[src/hdl/lrs_pkg.sv]
// Package of types, constants and the sigmoid table for the logistic regression block.
package lrs_pkg;

  localparam int ACC_BITS = 48;
  localparam int PROB_BITS = 16;
  localparam int LR_BITS = 16;
  localparam int FRAC_BITS = 24;
  localparam logic [PROB_BITS-1:0] SIG_FAR = 16'd65514;
  localparam logic [PROB_BITS-1:0] PROB_HALF = 16'd32768;

  localparam logic [1:0] OP_WRITE = 2'd0;
  localparam logic [1:0] OP_PREDICT = 2'd1;
  localparam logic [1:0] OP_TRAIN = 2'd2;
  localparam logic [1:0] OP_NONE = 2'd3;

  typedef logic signed [ACC_BITS-1:0] acc_t;
  typedef logic [PROB_BITS-1:0] prob_t;

  // Sigmoid breakpoints g(k) for k = 0..8 in Q0.16.
  function automatic logic [PROB_BITS-1:0] sig_tab(input logic [3:0] k);
    logic [PROB_BITS-1:0] g;
    case (k)
      4'd0: g = 16'd32768;
      4'd1: g = 16'd47911;
      4'd2: g = 16'd57724;
      4'd3: g = 16'd62428;
      4'd4: g = 16'd64357;
      4'd5: g = 16'd65097;
      4'd6: g = 16'd65374;
      4'd7: g = 16'd65476;
      default: g = 16'd65514;
    endcase
    return g;
  endfunction

  // Saturate a wide signed value to the accumulator range.
  function automatic acc_t sat_acc(input logic signed [ACC_BITS+1:0] v);
    acc_t hi;
    acc_t lo;
    hi = {1'b0, {(ACC_BITS-1){1'b1}}};
    lo = {1'b1, {(ACC_BITS-1){1'b0}}};
    if (v > $signed({{2{hi[ACC_BITS-1]}}, hi})) return hi;
    else if (v < $signed({{2{lo[ACC_BITS-1]}}, lo})) return lo;
    else return v[ACC_BITS-1:0];
  endfunction

  // Control from the sequencer to the lanes.
  typedef struct packed {
    logic acc_en;
    logic upd_en;
    logic ypos;
  } lane_ctl_t;

endpackage

[src/hdl/lrs_lane.sv]
// One lane: product of a weight and a feature, and the signed weight update.
module lrs_lane #(
  parameter int WEIGHT_BITS = 32,
  parameter int FEATURE_BITS = 8
) (
  input  logic                                clk,
  input  lrs_pkg::lane_ctl_t                  ctl,
  input  logic signed [WEIGHT_BITS-1:0]       weight,
  input  logic [FEATURE_BITS-1:0]             feature,
  input  logic [31:0]                         dmag,
  output lrs_pkg::acc_t                       product,
  output logic signed [WEIGHT_BITS-1:0]       weight_new
);
  import lrs_pkg::*;

  localparam int PW = WEIGHT_BITS + FEATURE_BITS + 1;
  localparam int DW = 32 + FEATURE_BITS + 1;
  localparam int SW = (DW > WEIGHT_BITS ? DW : WEIGHT_BITS) + 2;

  logic signed [PW-1:0] prod_full;
  logic signed [DW-1:0] delta;
  logic signed [SW-1:0] sum;
  logic signed [SW-1:0] w_hi;
  logic signed [SW-1:0] w_lo;

  // Register the product so the accumulator add sits in the next cycle.
  assign prod_full = weight * $signed({1'b0, feature});
  always_ff @(posedge clk) begin
    if (ctl.acc_en) begin
      product <= sat_acc((ACC_BITS+2)'(prod_full));
    end
  end

  // Update: weight plus or minus dmag times the stored feature, saturated.
  assign delta = $signed({1'b0, dmag}) * $signed({1'b0, feature});
  assign sum = ctl.ypos ? SW'(weight) + SW'(delta) : SW'(weight) - SW'(delta);
  assign w_hi = SW'({1'b0, {(WEIGHT_BITS-1){1'b1}}});
  assign w_lo = -w_hi - SW'(1);
  always_comb begin
    if (!ctl.upd_en) weight_new = weight;
    else if (sum > w_hi) weight_new = w_hi[WEIGHT_BITS-1:0];
    else if (sum < w_lo) weight_new = w_lo[WEIGHT_BITS-1:0];
    else weight_new = sum[WEIGHT_BITS-1:0];
  end
endmodule

[config.mk]
export PLATFORM = sky130hd
export DESIGN_NAME = lrs_lane
export DESIGN_NICKNAME = d
export VERILOG_FILES = /design/src/hdl/lrs_pkg.sv /design/src/hdl/lrs_lane.sv
export SDC_FILE = /design/constraint.sdc
export NUM_CORES = 1
export LEC_CHECK = 0
export BUFFER_PORTS_ARGS = -buffer_cell sky130_fd_sc_hd__buf_4
export CORE_ASPECT_RATIO = 0.9
export CORE_MARGIN = 1.5
export CORE_UTILIZATION = 28
export DETAILED_ROUTE_END_ITERATION = 8
export HOLD_SLACK_MARGIN = 0.15
export MAX_ROUTING_LAYER = met4
export PLACE_DENSITY = 0.46
export SLEW_MARGIN = 5
export SYNTH_ARGS = -nofsm -noshare
export SYNTH_HDL_FRONTEND = slang
export SYNTH_SLANG_ARGS = --single-unit
[constraint.sdc]
create_clock -name clk -period 13.9 [get_ports clk]
set_input_delay 0.695 -clock clk [delete_from_list [all_inputs] [get_ports clk]]
set_output_delay 0.695 -clock clk [all_outputs]
set_load 0.1 [all_outputs]
# Yosys cells after proc, flatten, opt, wreduce, memory -nomap -nowiden
# Index checks and enable logic that the tools add are counted.
# totals
elab_cells	14
register_bits	48
out_inout_bits	80
# op_classes
muxes	5
multipliers	2
n_addsub	2
magnitude_cmp	4
# op_table
op	n
32-bit two-way mux	3
41-bit by 48-bit greater-than comparator with 1-bit output, second input constant	1
41-bit by 48-bit < comparator with 1-bit output, second input constant	1
48-bit two-way mux	1
43-bit by 32-bit greater-than comparator with 1-bit output, second input constant	1
43-bit by 32-bit < comparator with 1-bit output, second input constant	1
43-bit two-way mux	1
32-bit by 41-bit adder with 42-bit output	1
32-bit by 41-bit subtractor with 42-bit output	1
32-bit by 9-bit multiplier with 41-bit output	1
32-bit by 8-bit multiplier with 40-bit output	1

# Depth between registers and ports, before layout
# Gate-level depths: netlist (run 1).
# logic_depth
ltp_word	7
ltp_mapped	37

# Worst setup path before layout (run 1)
# OpenSTA, ideal clock, no wires.
# synth_path
path_type	input to output
from	input port feature[7]
to	output port weight_new[1]
path_slack_ps	2405
n_path_buf	3
t_required_ps	13205
stages	32
arrival_time_ps	10800
path_cell_list	clkbuf_1 clkbuf_1 nand2_1 fa_1 fa_1 inv_1 fa_1 inv_1 fa_1 inv_1 ha_1 o31ai_2 nor4_2 or4_4 a211oi_4 o2111ai_2 nor4_1 a21oi_1 xor2_1 ha_1 nand3_1 nor4_1 o21ai_0 a211oi_1 nor2_1 o41ai_1 a21oi_1 xnor2_1 xnor2_2 o21ba_2 buf_6 o32ai_1
# synth_between
elab_chain_len	7
word_cells_on_any_way	9
classes_between	2 x add/sub; 1 x mul; 2 x order compare; 4 x mux
# synth_rtl
item	line_no	rtl
from (decl)	lrs_lane.sv:9	input logic [FEATURE_BITS-1:0] feature,
32-bit by 8-bit multiplier with 40-bit output *	lrs_lane.sv:35	assign delta = $signed({1'b0, dmag}) * $signed({1'b0, feature});
32-bit by 41-bit subtractor with 42-bit output / 32-bit by 41-bit adder with 42-bit output (equally long branches)	lrs_lane.sv:36	assign sum = ctl.ypos ? SW'(weight) + SW'(delta) : SW'(weight) - SW'(delta);
43-bit two-way mux *	lrs_lane.sv:36	
43-bit by 32-bit < comparator with 1-bit output	lrs_lane.sv:42	else if (sum < w_lo) weight_new = w_lo[WEIGHT_BITS-1:0];
32-bit two-way mux	lrs_lane.sv:42	
32-bit two-way mux *	lrs_lane.sv:41	else if (sum > w_hi) weight_new = w_hi[WEIGHT_BITS-1:0];
32-bit two-way mux *	lrs_lane.sv:40	if (!ctl.upd_en) weight_new = weight;
to (decl)	lrs_lane.sv:12	output logic signed [WEIGHT_BITS-1:0] weight_new
# Mark *: on every way between the ends. The rest lies on a longest branch, timed or not.

# Worst setup path in the final report (run 1)
# layout_path
from	input port feature[6]
to	output port weight_new[26]
# Same word-level chain as after synthesis.

==> results.sh, run 1 <==
export IMPL_tightestPinTransition_ns=0.992
export IMPL_finalCriticalPeriod_ns=11.84
export IMPL_cp_slowest_cell="nor4_1"
export IMPL_grt_pass1_wl_um=115000
export IMPL_nNetsFinal=3331
export IMPL_yosysTopAreaCell="fa_1"
export IMPL_drive_gt1_frac=0.0777
export IMPL_drv_slew=0
export IMPL_vias=18470
export IMPL_antenna_found_initial=2
export IMPL_drc=0
export IMPL_largest_reg_flops=42
export IMPL_die_h_um=271
export IMPL_fin_crit_sh=0.852
export IMPL_grt_ovfl_total=0
export IMPL_regMostFlops="product"
export IMPL_hpwlAfterDp_um=60600
export IMPL_htree_num_levels=2
export IMPL_seq_area_frac_synth=0.0563
export IMPL_syn_to_final_growth_pct=9.68
export IMPL_wirelength_um=72700
export IMPL_num_io_pins=156
export IMPL_post_cts_buffers=0
export IMPL_groute_usage_overall=0.184
export IMPL_synth_cell_types=88
export IMPL_first_iter_violations=938
export IMPL_synth_edf_count=42
export IMPL_setup_viol=0
export IMPL_netlist_area_mm2=0.0224
export IMPL_drtAntennaViolNets=0
export IMPL_fp_dieW_um=301
export IMPL_postCtsHoldBufs=0
export IMPL_via_per_inst=4.94
export IMPL_drt_pre_antenna_iters=5
export IMPL_crit_path_max_incr_delay_ns=0.70
export IMPL_row_count=98
export IMPL_path_max_fanout=64
export IMPL_ctsResizeCount=0
export IMPL_synth_seq_cells=42
export IMPL_outcome="completed"
export IMPL_syn_inst=2647
export IMPL_syn_avg_cell_area_um2=8.46
export IMPL_slew_headroom=0.338
export IMPL_cts_tree="done"
export IMPL_critPathArrivalTime_ns=11.15
export IMPL_top_regs="product: 42 flops"
export IMPL_fin_tns_setup_ns=0
export IMPL_synth_top_cell_area_share=0.339
export IMPL_cts_buffers=5
export IMPL_cts_buffer_depth=2
export IMPL_grt_max_degree=65
export IMPL_die_area_mm2=0.0817
export IMPL_ys_warn_count=0
export IMPL_wl_per_cell_um=19.4
export IMPL_path_class="in2out"
export IMPL_initial_core_util=0.282
export IMPL_synth_commonest_cells="434 x inv_1, 379 x fa_1, 358 x and2_1"
export IMPL_netlist_top_cells_area="fa_1 34%, ha_1 10%, and2_1 10%, inv_1 7.3%, edfxtp_1 5.6%"
export IMPL_whs_ns=0.910
export IMPL_rsz0062_at_grt="no"
export IMPL_start_kind="input port"
export IMPL_drv_cap=0
export IMPL_hold_viol=0
export IMPL_synth_most_common_cell="inv_1"
export IMPL_async_reset_ff_frac=0
export IMPL_cts_num_sinks=42
export IMPL_end_kind="output port"
export IMPL_critPathMostFrequentCell="fa_1"
export IMPL_synth_nets=3288
export IMPL_fmax_mhz=84.4
export IMPL_cts_root_buf="clkbuf_16"
export IMPL_clk_pin_slew_ns=0.07
export IMPL_grt_pass1_vias=19518
export IMPL_yosys_most_used_dff="edfxtp_1"
export IMPL_required_ns=13.20
export IMPL_core_area_mm2=0.0793
export IMPL_routabilityCongestion=0.880
export IMPL_hold_path_class="in2reg"
export IMPL_io_buffers=155
[critical path, delay by kind of cell]
kind / cells / cell delay [ns]
and+or+nand+nor: 8 / 3.15
AOI/OAI and AO/OA: 10 / 3.02
adders and majority gates: 6 / 2.99
buffers and inverters: 5 / 1.02
xor gates and xnor gates: 1 / 0.22
[placed cells by master, fill, tap and decap left out, types with 42 or more instances in the layout]
cell type,count
a21o_1,60
o21ai_0,66
inv_1,434
nor2_1,90
and2_1,358
buf_4,159
xnor2_1,77
a21oi_1,143
edfxtp_1,42
nand2_1,256
fa_1,379
xor2_1,56
ha_1,186
[metrics by stage]
step           utilization  instance area, µm²  worst slack (ns)  cells
5_1_grt              0.310               24600              1.30   3742
2_1_floorplan            -               22400              2.41   2647
6_report             0.310               24600              2.06   3742
4_1_cts              0.310               24600              2.05   3741
3_5_place_dp         0.307               24400              2.08   3733
3_3_place_gp         0.307               24400              2.18   3733
[final cells by class]
class                           count  area (µm²)
Tap cell                         1050        1310
Multi-Input combinational cell   2048       19000
Clock buffer                        5         125
Fill cell                        8363       54800
Sequential cell                    42        1260
Timing Repair Buffer              159        1190
Clock inverter                      3        48.8
Antenna cell                        1        2.50
Inverter                          434        1630
[path summary, 6_finish.rpt]
path	slack [ns]	cells after the start	from	endpoint
max	2.06	30	feature[6]	weight_new[26]
min	0.91	1	ctl[2]	product[8]
[routing by layer]
layer | vias up | wire, µm | global-route usage
met1 | 9446 | 33900 | 0.247
li1 | 8618 | - | -
met4 | 0 | 1460 | 0.0405
met5 | - | 0 | -
met2 | 342 | 35200 | 0.308
met3 | 64 | 2160 | 0.00704
[cells by family (layout without fill, tap and decap cells)]
| logic type | Yosys count | in the layout | synth area share |
|---|---|---|---|
| flip-flops | 42 | 42 | 0.0563 |
| buffers and inverters | 557 | 601 | 0.0960 |
| adder cells (fa/ha/maj) | 565 | 565 | 0.443 |
| XOR/XNOR | 134 | 134 | 0.0527 |
| AO/OA/AOI/OAI | 487 | 487 | 0.150 |
| other | 0 | 1 | 0 |
| AND/OR/NAND/NOR | 860 | 860 | 0.202 |
| multiplexers | 2 | 2 | 0.000950 |
Power of run 1 is left out: the tool's default activity adds up to more than one toggle a clock period on the data nets, which glitch-free logic cannot reach.
==> inputs of run 2 (changes only) <==
Settings changed: CTS_BUF_LIST set to sky130_fd_sc_hd__clkbuf_8, MAX_ROUTING_LAYER met4 to unset, RECOVER_POWER set to 100.
==> run 2 against run 1 <==
Compared with the run above: the run now ends with max-capacitance violations, max-slew violations left; core utilization decreased by 0.40 points; global-route usage decreased by 0.63 points; critical path depth decreased by 2; final cell count about the same; routed wire length decreased by 0.60%; maximum frequency decreased by 4.8%; non-clock buffer count decreased by 1; first-iteration DRC count decreased by 5.9%.
==> results.sh, run 2 (synthesis gave the netlist of run 1 again) <==
export IMPL_utilization=0.306
export IMPL_postCtsHoldBufs=0
export IMPL_grt_ovfl_total=0
export IMPL_path_max_fanout=64
export IMPL_drv_slew=43
export IMPL_drc=0
export IMPL_nNetsFinal=3330
export IMPL_routabilityCongestion=0.852
export IMPL_clk_pin_slew_ns=0.10
export IMPL_regMostFlops="product"
export IMPL_syn_to_final_growth_pct=8.27
export IMPL_cp_slowest_cell="clkbuf_2"
export IMPL_drv_cap=1
export IMPL_first_iter_violations=883
export IMPL_fmax_mhz=80.3
export IMPL_io_buffers=155
export IMPL_dp_cells=3732
export IMPL_ctsResizeCount=0
export IMPL_grt_pass1_wl_um=113000
export IMPL_rsz0062_at_grt="no"
export IMPL_wirelength_um=72200
export IMPL_fp_dieW_um=301
export IMPL_hold_path_class="in2reg"
export IMPL_die_h_um=271
export IMPL_tightestPinTransition_ns=2.43
export IMPL_critPathMostFrequentCell="fa_1"
export IMPL_end_kind="output port"
export IMPL_drive_gt1_frac=0.0587
export IMPL_cts_buffers=5
export IMPL_wl_per_cell_um=19.3
export IMPL_htree_num_levels=2
export IMPL_violations="max-capacitance violations, max-slew violations"
export IMPL_min_to="product[1]"
export IMPL_cts_buffer_depth=2
export IMPL_crit_family="compound AO/OA/AOI/OAI gates"
export IMPL_hpwlAfterDp_um=60000
export IMPL_start_kind="input port"
export IMPL_largest_reg_flops=42
export IMPL_worstHoldPathCells=3
export IMPL_path_class="in2out"
export IMPL_setup_viol=0
export IMPL_fin_tns_setup_ns=0
export IMPL_final_cells=3743
export IMPL_antenna_found_initial=2
export IMPL_cts_num_sinks=42
export IMPL_cts_tree="done"
export IMPL_initial_core_util=0.282
export IMPL_num_io_pins=156
export IMPL_groute_usage_overall=0.178
export IMPL_drtAntennaViolNets=0
export IMPL_grt_max_degree=65
export IMPL_hold_viol=0
export IMPL_crit_path_max_incr_delay_ns=0.98
export IMPL_final_cell_mix="434 x inv_1, 379 x fa_1, 357 x and2_1"
export IMPL_slew_headroom=-0.620
export IMPL_holdCritStartpoint="weight[0]"
export IMPL_finalCriticalPeriod_ns=12.45
export IMPL_outcome="finished with violations"
export IMPL_core_area_mm2=0.0793
export IMPL_die_area_mm2=0.0817
export IMPL_drt_pre_antenna_iters=5
export IMPL_fill_cells=8448
export IMPL_critPathArrivalTime_ns=11.75
export IMPL_via_per_inst=4.89
export IMPL_cts_root_buf="clkbuf_8"
export IMPL_final_common_cell="inv_1"
export IMPL_row_count=98
export IMPL_post_cts_buffers=0
export IMPL_fin_crit_sh=0.895
export IMPL_grt_pass1_vias=19430
export IMPL_top_regs="product: 42 flops"
export IMPL_required_ns=13.20
export IMPL_vias=18321
export IMPL_cp_num_buf_inv=2
-- run 2: cell type report --
class,instances,area [µm²],share of cell area
Antenna cell,3,7.51,0.000310
Clock buffer,5,68.8,0.00284
Clock inverter,3,48.8,0.00201
Inverter,434,1630,0.0672
Multi-Input combinational cell,2048,19000,0.783
Sequential cell,42,1260,0.0520
Tap cell,1050,1310,0.0542
Timing Repair Buffer,158,931,0.0384
-- run 2: layer usage --
metal	share of wire	GRT usage
met1	0.47	0.243
met5	0.00017	0
met4	0.021	0.0413
met3	0.026	0.0107
met2	0.48	0.306
-- run 2: tightest hold or removal path: stages --
cell	delay (ns)
buf_4	0.16
and2_1	0.14
ha_1	0.12
-- run 2: how the worst max path moves through the flow --
stage | end | from | cells past startpoint | slack, ns
floorplan | weight_new[1] | feature[7] | 32 | 2.41
global placement | weight_new[26] | feature[6] | 30 | 1.99
detailed placement | weight_new[26] | feature[3] | 31 | 1.95
CTS | weight_new[26] | feature[3] | 31 | 1.88
global route | weight_new[26] | feature[6] | 30 | 0.56
finish | weight_new[26] | feature[6] | 28 | 1.45
-- run 2: metrics by stage --
| stage | cell area (µm²) | hold slack, ns | setup slack [ns] |
|---|---|---|---|
| final | 24200 | 0.883 | 1.45 |
| after global routing | 24200 | 0.892 | 0.561 |
| after CTS | 24500 | 0.859 | 1.88 |
| after detailed placement | 24400 | 1.24 | 1.95 |
| after global placement | 24400 | 1.25 | 1.99 |
| after floorplan | 22400 | 0.807 | 2.41 |
Power of run 2 is left out for the same reason.
