==> src/hdl/lrs_pkg.sv <==
// Package of types, constants and the sigmoid table for the logistic regression block.
package lrs_pkg;

  localparam int ACC_BITS = 48;
  localparam int PROB_BITS = 16;
  localparam int LR_BITS = 16;
  localparam int FRAC_BITS = 24;
  localparam logic [PROB_BITS-1:0] SIG_FAR = 16'd65514;
  localparam logic [PROB_BITS-1:0] PROB_HALF = 16'd32768;

  localparam logic [1:0] OP_WRITE = 2'd0;
  localparam logic [1:0] OP_PREDICT = 2'd1;
  localparam logic [1:0] OP_TRAIN = 2'd2;
  localparam logic [1:0] OP_NONE = 2'd3;

  typedef logic signed [ACC_BITS-1:0] acc_t;
  typedef logic [PROB_BITS-1:0] prob_t;

  // Sigmoid breakpoints g(k) for k = 0..8 in Q0.16.
  function automatic logic [PROB_BITS-1:0] sig_tab(input logic [3:0] k);
    logic [PROB_BITS-1:0] g;
    case (k)
      4'd0: g = 16'd32768;
      4'd1: g = 16'd47911;
      4'd2: g = 16'd57724;
      4'd3: g = 16'd62428;
      4'd4: g = 16'd64357;
      4'd5: g = 16'd65097;
      4'd6: g = 16'd65374;
      4'd7: g = 16'd65476;
      default: g = 16'd65514;
    endcase
    return g;
  endfunction

  // Saturate a wide signed value to the accumulator range.
  function automatic acc_t sat_acc(input logic signed [ACC_BITS+1:0] v);
    acc_t hi;
    acc_t lo;
    hi = {1'b0, {(ACC_BITS-1){1'b1}}};
    lo = {1'b1, {(ACC_BITS-1){1'b0}}};
    if (v > $signed({{2{hi[ACC_BITS-1]}}, hi})) return hi;
    else if (v < $signed({{2{lo[ACC_BITS-1]}}, lo})) return lo;
    else return v[ACC_BITS-1:0];
  endfunction

  // Control from the sequencer to the lanes.
  typedef struct packed {
    logic acc_en;
    logic upd_en;
    logic ypos;
  } lane_ctl_t;

endpackage

==> src/hdl/lrs_sigmoid.sv <==
// Piecewise-linear sigmoid over the saturated logit, registered result.
module lrs_sigmoid (
  input  logic          clk,
  input  logic          en,
  input  lrs_pkg::acc_t z,
  output lrs_pkg::prob_t p
);
  import lrs_pkg::*;

  logic [ACC_BITS-1:0] mag;
  logic [3:0] k;
  logic [FRAC_BITS-1:0] frac;
  logic [PROB_BITS-1:0] g0;
  logic [PROB_BITS-1:0] diff;
  logic [PROB_BITS+FRAC_BITS-1:0] interp;
  logic [PROB_BITS-1:0] g;

  // Magnitude, segment and fraction; segments from eight on are flat.
  assign mag = z[ACC_BITS-1] ? ACC_BITS'(-z) : ACC_BITS'(z);
  assign k = (mag[ACC_BITS-1:FRAC_BITS+3] != '0) ? 4'd8 : {1'b0, mag[FRAC_BITS+2:FRAC_BITS]};
  assign frac = mag[FRAC_BITS-1:0];
  assign g0 = sig_tab(k);
  assign diff = sig_tab(k + 4'd1) - g0;
  assign interp = diff * frac;
  assign g = (k == 4'd8) ? SIG_FAR : g0 + interp[PROB_BITS+FRAC_BITS-1:FRAC_BITS];

  always_ff @(posedge clk) begin
    if (en) p <= z[ACC_BITS-1] ? PROB_BITS'(17'h10000 - {1'b0, g}) : g;
  end
endmodule

==> config.mk <==
export PLATFORM = sky130hd
export DESIGN_NAME = lrs_sigmoid
export DESIGN_NICKNAME = d
export VERILOG_FILES = /design/src/hdl/lrs_pkg.sv /design/src/hdl/lrs_sigmoid.sv
export SDC_FILE = /design/constraint.sdc
export NUM_CORES = 1
export LEC_CHECK = 0
export ABC_AREA = 1
export BUFFER_PORTS_ARGS = -buffer_cell sky130_fd_sc_hd__buf_2
export CAP_MARGIN = 10
export CORE_MARGIN = 4
export CORE_UTILIZATION = 63
export DETAILED_ROUTE_END_ITERATION = 8
export PLACE_DENSITY_LB_ADDON = 0.25
export SKIP_LAST_GASP = 1
export SLEW_MARGIN = 10
export SYNTH_ARGS = -nofsm -noshare
export SYNTH_HDL_FRONTEND = slang
export SYNTH_SLANG_ARGS = --single-unit
export TNS_END_PERCENT = 20
==> constraint.sdc <==
create_clock -name clk -period 21.4 [get_ports clk]
set_clock_uncertainty 0.2 [all_clocks]
set_input_delay 0 -clock clk [delete_from_list [all_inputs] [get_ports clk]]
set_output_delay 0 -clock clk [all_outputs]
set_load 0.05 [all_outputs]
* Yosys cells after proc, flatten, opt, wreduce, memory -nomap -nowiden
Memory sizes are Yosys's and may differ from the RTL's. Cells that the tools add are included.
Word-level totals: register bits after elaboration 16, memories kept 2, bits in read-only memories 240
Cells by class: add/subtract/negate cells 5, multiply operators 1, reductions and logical operators 1, equal/unequal tests 1, mux-type cells 6
Memories:
- (no name shown) | words 8, width 15, rd ports 1, clocked after memory_dff 0, write ports 0, line lrs_pkg.sv:22 | case (k)
- (no name shown) | words 8, width 15, rd ports 1, clocked after memory_dff 0, write ports 0, line lrs_pkg.sv:22
Operator list (number):
- 2-to-1 mux 16 bit | 4
- 2-to-1 mux 48 bit | 1
- negator 48 bit | 1
- multiplier 16 x 24 -> 40 bit | 1
- nonzero test 21 bit | 1
- adder 16 bit | 1
- subtractor 1 x 16 -> 16 bit, first input constant | 1
- subtractor 16 bit | 1
- adder 4 x 1 -> 4 bit, second input constant | 1
- equality test 4 bit, second input constant | 1
- 2-to-1 mux 4 bit | 1

* Depth between registers and ports, before layout
Gate-level depths: netlist of run 1. An unclocked memory read counts as a cell.
depth after elaboration 13, gate-level depth with buffers 77, mapped depth without buffers 75

* Worst setup path before layout of run 1
No wires, ideal clock.
kind input port to flip-flop, from input port z[0], to register p[15], data pin, arrival 10.741 ns, path slack 10.210 ns, data required time 20.951 ns, setup time 0.249 ns, cell stages on the path 70, cell sequence inv_2 > clkbuf_1 > ha_1 > nand3_2 > nand2_2 > nand3_2 > nor2_4 > buf_6 > nand4_1 > nand2_1 > inv_1 > nor2_1 > nand2_1 > nor2_1 > nand2_2 > buf_6 > nor2_2 > ha_1 > [34 not listed] > inv_1 > fa_1 > o21ai_0 > nand2_1 > nand2_1 > nand2_1 > a21oi_1 > a21o_1 > nand2_1 > nand2_1 > xor2_1 > nand2_2 > nor2_2 > nand2_1 > nand2_1 > nand4_1 > nand2_1 > inv_1
Between the ends: cells in the longest elaborated chain, start to end 13
Ends and longest elaborated chain:
- start, declared | line lrs_sigmoid.sv:5 | input lrs_pkg::acc_t z,
- negator 48 bit | line lrs_sigmoid.sv:19 | assign mag = z[ACC_BITS-1] ? ACC_BITS'(-z) : ACC_BITS'(z);
- 2-to-1 mux 48 bit (*) | line lrs_sigmoid.sv:19
- nonzero test 21 bit | line lrs_sigmoid.sv:20 | assign k = (mag[ACC_BITS-1:FRAC_BITS+3] != '0) ? 4'd8 : {1'b0, mag[FRAC_BITS+2:FRAC_BITS]};
- 2-to-1 mux 4 bit | line lrs_sigmoid.sv:20
- adder 4 x 1 -> 4 bit | line lrs_sigmoid.sv:23 | assign diff = sig_tab(k + 4'd1) - g0;
- memory (8 x 15 bit)
- 2-to-1 mux 16 bit | line lrs_pkg.sv:22
- subtractor 16 bit | line lrs_sigmoid.sv:23
- multiplier 16 x 24 -> 40 bit | line lrs_sigmoid.sv:24 | assign interp = diff * frac;
- adder 16 bit | line lrs_sigmoid.sv:25 | assign g = (k == 4'd8) ? SIG_FAR : g0 + interp[PROB_BITS+FRAC_BITS-1:FRAC_BITS];
- 2-to-1 mux 16 bit (*) | line lrs_sigmoid.sv:25
- subtractor 1 x 16 -> 16 bit | line lrs_sigmoid.sv:28 | if (en) p <= z[ACC_BITS-1] ? PROB_BITS'(17'h10000 - {1'b0, g}) : g;
- 2-to-1 mux 16 bit (*) | line lrs_sigmoid.sv:28
- end signal, assigned | line lrs_sigmoid.sv:28
- end, declared | line lrs_sigmoid.sv:6 | output lrs_pkg::prob_t p
Every way passes the cells marked *; elsewhere a longest branch is shown, timed or not. A chain may end at the register's enable or synchronous reset.

* Worst setup path after layout of run 1
from input port z[47], to register p[13], data pin
Between the ends: cells in the longest elaborated chain, start to end 13
Ends and longest elaborated chain (line):
- negator 48 bit | lrs_sigmoid.sv:19
- 2-to-1 mux 48 bit | lrs_sigmoid.sv:19
- nonzero test 21 bit | lrs_sigmoid.sv:20
- 2-to-1 mux 4 bit | lrs_sigmoid.sv:20
- adder 4 x 1 -> 4 bit | lrs_sigmoid.sv:23
- memory (8 x 15 bit)
- 2-to-1 mux 16 bit | lrs_pkg.sv:22
- subtractor 16 bit | lrs_sigmoid.sv:23
- multiplier 16 x 24 -> 40 bit | lrs_sigmoid.sv:24
- adder 16 bit | lrs_sigmoid.sv:25
- 2-to-1 mux 16 bit | lrs_sigmoid.sv:25
- subtractor 1 x 16 -> 16 bit | lrs_sigmoid.sv:28
- 2-to-1 mux 16 bit (*) | lrs_sigmoid.sv:28
Marks and branches as above.

==> results of run 1 <==
## routing by layer
| metal | global-route usage [%] | vias up | wire length [um] |
|---|---|---|---|
| met4 | 18.2 | 0 | 3110 |
| met5 | 0 | - | 0 |
| met1 | 44.0 | 7440 | 18700 |
| met2 | 59.6 | 829 | 23500 |
| li1 | - | 7098 | - |
| met3 | 5.15 | 204 | 4480 |
## power by group
group          switching, mW  leakage [nW]  internal [mW]
logic                 0.0723          9.75         0.0205
clock network         0.0115        0.0385         0.0248
registers           0.000605         0.155         0.0372
total                 0.0844          9.94         0.0825
## worst min-delay path by stage
stage                from         endpoint  slack, ps  cells past startpoint
floorplan              en   p[0]$_DFFE_PP_        -90                      0
global placement       en  p[14]$_DFFE_PP_        230                      1
detailed placement     en  p[10]$_DFFE_PP_        240                      1
CTS                 z[47]   p[1]$_DFFE_PP_        370                      3
global route        z[47]  p[12]$_DFFE_PP_        440                      5
finish              z[47]   p[1]$_DFFE_PP_        390                      3
## tightest hold or removal path, cell delays in order
cell,delay (ps)
buf_2,90
buf_4,330
o21ai_0,260
## logic make-up (layout without fill, tap and decap cells)
logic type,after synthesis,count (layout),share of synthesized area [%]
AND/OR/NAND/NOR,1036,1036,25.4
XOR/XNOR,62,62,3.24
flip-flops,16,16,2.87
AO/OA/AOI/OAI,189,189,6.61
buffers and inverters,610,638,14.4
adder cells (fa/ha/maj),452,452,47.6
## synthesized netlist by cell type (2+ instances only)
master / instances / area share [%]
nand3b_1: 5 / 0.22
a21o_1: 4 / 0.18
buf_4: 10 / 0.45
a21oi_1: 75 / 2.2
o211ai_1: 3 / 0.13
a31oi_1: 11 / 0.41
a221oi_1: 3 / 0.16
and2_1: 2 / 0.075
ha_1: 145 / 11
nand3_2: 5 / 0.30
inv_2: 18 / 0.40
nor2_1: 289 / 6.5
xor2_1: 51 / 2.7
edfxtp_1: 16 / 2.9
nor4_1: 5 / 0.19
o21a_1: 9 / 0.40
nand2_2: 15 / 0.56
buf_1: 2 / 0.045
or2_2: 5 / 0.19
o21bai_1: 4 / 0.18
inv_1: 523 / 12
a211oi_2: 2 / 0.15
o21ai_1: 11 / 0.33
nor2_2: 10 / 0.37
xnor2_1: 11 / 0.58
o21ai_2: 3 / 0.16
nor2_4: 5 / 0.34
nand4_1: 21 / 0.78
clkinv_1: 6 / 0.13
buf_2: 11 / 0.33
nor3_1: 8 / 0.24
nand2_1: 593 / 13
o22ai_1: 2 / 0.075
fa_1: 307 / 37
clkbuf_1: 32 / 0.72
a21boi_1: 2 / 0.090
nand3_1: 68 / 2.0
o21ai_0: 49 / 1.5
o31ai_1: 2 / 0.090
buf_6: 7 / 0.47
## what timing repair did
item                                   in CTS  in global routing
endpoints found under the hold margin      16                  0
hold buffers                                1                  0
gates resized for setup                     0                  0
## area by class of cell
type                            instances  area, um2
Inverter                              547       2050
Fill cell                            2303       8740
Clock buffer                            3       75.1
Multi-Input combinational cell       1739      13900
Sequential cell                        16        480
Clock inverter                          1       3.75
Timing Repair Buffer                   87        493
Tap cell                              335        419
## through the flow
stage / util (%) / total power, mW / setup WS [ps] / instances
global placement: 66.2 / 0.128 / 8270 / 2723
global route: 66.6 / 0.174 / 6930 / 2728
detailed placement: 66.2 / 0.128 / 7970 / 2723
floorplan: - / 0.0900 / 10210 / 2365
CTS: 66.6 / 0.165 / 8220 / 2728
finish: 66.6 / 0.167 / 8050 / 2728
==> results.ini, run 1 <==
[route]
vias=15600
vias_per_cell=5.71
routedWlPerCell_um=18.2
dr.pass1.iters=9
drtIter0Drc=1454
routed_wl_um=49800
antenna_left=0
remaining_drc_errors=0

[power_and_ir_drop]
ir_worst_vdd_uv=52.5
p_leak_nw=9.94
power_density_nw_per_um2=9.60

[finish]
fin_area_um2=17400
largest_registers=p x16
final_common_cell=nand2_1
layout.nets=2896
largest_reg_flops=16
syn2layout_area_growth_pct=3.91
top_register=p
layout_common_cells=593 x nand2_1, 523 x inv_1, 307 x fa_1
diodes=0
layout-drive-gt1-share_pct=6.73

[timing]
rsz0062_at_grt=false
hold_viol_final=0
setup_viol=0
worstMarginPinSlew_ps=1140
timing.fmax_mhz=74.9
slew_headroom_pct=23.7
fin_crit_sh_pct=62.4
period_needed_ps=13350
slew_violations=0
timing.setup.tns_ps=0
fin_hold_ws_ps=389

[yosys]
syn_avg_cell_area_um2=7.08
ys_seq_area_share_pct=2.87
ys_ff_latch=16
yosysUniqueCellTypes=55
synth_cells=2365
synthesis.area_um2=16700
ys.flop_type=edfxtp_1
ys_warn_count=0
async_flop_share_pct=0
synth_edf_count=16
syn_nets=2867

[worst_setup_path]
crit_path_end=p[13]$_DFFE_PP_
cp_num_buf_inv=13
cp_data_arrival_time_ps=13160
max_stage_delay_ps=590
critPathKind=in2reg
cp_num_cells=67
cp-end-kind=flop
crit_fanout=65
crit_family=adder cells
critPathLaunch=z[47]
crit_path_frequent_cell=nand2_1
worstPathRequired_ps=21210
start_kind=input pin
critPathSlowestCell=fa_1

[floorplan]
dieArea_um2=29200
design.core.area_um2=26100
die_y_um=171
start_util_pct=64.1
die_x_um=171
num_rows=59
ios=66

[global_routing]
grt.overflow.total=0
antenna_found_initial=0
grt_pass1_wl_um=81600
grt_pass1_vias=16100
grtUsageTotal_pct=35.2
grt_start_max_net_pins=66

[flow_run]
cap_violations=0

[cts]
cts_setup_buffers=0
tritoncts=yes
numCtsBuffers=3
clockRootBuffer=clkbuf_16
htreeDepth=1
clk_pin_slew_worst_paths_ps=50
clock_sinks=16
cts.path.max_buffers=2

[worst_hold_path]
hold_class=in2reg

[placed_design]
place_congestion=1.03
placed_cell_area_um2=17300
port_buffers=65
hpwl_um=41500

[status]
status=completed

(Power assumes the default switching activity.)
==> run 2: changes to the inputs <==
Clock period 21.4 ns to 12.6 ns, I/O delays scaled along.
==> results.ini, run 2 (synthesis results as in run 1) <==
[status]
status=completed

[cts]
clock_sinks=16
clockRootBuffer=clkbuf_16
tritoncts=yes
clk_pin_slew_worst_paths_ps=50
numCtsBuffers=3
htreeDepth=1
cts.path.max_buffers=2

[worst_setup_path]
cp-end-kind=flop
start_kind=input pin
worstPathRequired_ps=12410
crit_fanout=9
crit_path_frequent_cell=nand2_1
critPathSlowestCell=fa_1
critPathKind=in2reg
cp_data_arrival_time_ps=11620
max_stage_delay_ps=660

[placed_design]
placed_cell_area_um2=17500
port_buffers=65
place_congestion=0.995
pre_cts_slack_ps=161
hpwl_um=42200

[finish]
layout_common_cells=591 x nand2_1, 520 x inv_1, 307 x fa_1
layout-drive-gt1-share_pct=8.54
fin_area_um2=17700
layout.nets=2928
syn2layout_area_growth_pct=5.85
largest_registers=p x16
largest_reg_flops=16
final_common_cell=nand2_1
fin_util_pct=67.8
top_register=p
diodes=0

[worst_hold_path]
holdPathStages=5
hold_class=in2reg

[route]
remaining_drc_errors=0
drtIter0Drc=1413
vias=15600
vias_per_cell=5.64
dr.pass1.iters=5
antenna_left=0
routed_wl_um=50100
routedWlPerCell_um=18.2

[power_and_ir_drop]
ir_worst_vdd_uv=79.4
power_density_nw_per_um2=16.2
p_leak_nw=10.1

[floorplan]
die_y_um=171
die_x_um=171
num_rows=59
design.core.area_um2=26100
dieArea_um2=29200
start_util_pct=64.1
ios=66

[global_routing]
antenna_found_initial=1
grt_start_max_net_pins=29
grt_pass1_vias=16200
grt.overflow.total=0
grtUsageTotal_pct=35.2
grt_pass1_wl_um=81400

[timing]
timing.fmax_mhz=84.7
hold_viol_final=0
worst_slack_ps=787
worstMarginPinSlew_ps=855
timing.setup.tns_ps=0
slew_violations=0
fin_crit_sh_pct=93.8
period_needed_ps=11810
fin_hold_ws_ps=377
slew_headroom_pct=43.0
setup_viol=0

[flow_run]
cap_violations=0

## run 2: routing by layer
metal	routed length [um]	vias up	track usage (%)
li1	-	7166	-
met1	19000	7464	43.9
met2	24600	758	61.3
met3	3540	183	3.65
met4	2890	2	16.9
met5	17	-	0
## run 2: final timing paths
| check | from | endpoint |
|---|---|---|
| worst max-delay path | z[0] | p[13]$_DFFE_PP_ |
| worst min-delay path | z[47] | p[3]$_DFFE_PP_ |
## run 2: timing repair
item | in CTS | in global routing
endpoints found under the setup margin | 0 | 10
buffers inserted | 0 | 7
gates resized for setup | 0 | 27
hold buffers | 1 | 0
endpoints found under the hold margin | 16 | 0
## run 2: report_power, final
| group | switching (mW) | total [mW] | internal, mW |
|---|---|---|---|
| sequential | 0.00104 | 0.0642 | 0.0632 |
| combinational | 0.124 | 0.160 | 0.0364 |
| clock | 0.0200 | 0.0621 | 0.0421 |
| total | 0.145 | 0.286 | 0.142 |
## run 2: per-stage QoR
step	power [mW]	instances
3_5_place_dp	0.218	2747
4_1_cts	0.281	2752
3_3_place_gp	0.217	2747
5_1_grt	0.298	2760
2_1_floorplan	0.153	2365
6_report	0.286	2760
## run 2: cell type report
type	count	area (um2)
Clock buffer	3	75.1
Clock inverter	1	3.75
Sequential cell	16	480
Inverter	547	2070
Timing Repair Buffer	118	726
Fill cell	2313	8410
Tap cell	335	419
Multi-Input combinational cell	1740	13900
## run 2: worst max-delay path: cells and delay by family
family          cells  cell delay (ps)
xor+xnor            2              400
fa+ha+maj          11             4680
buf+inv            13             1380
compound gates      7             1370
simple gates       33             3750
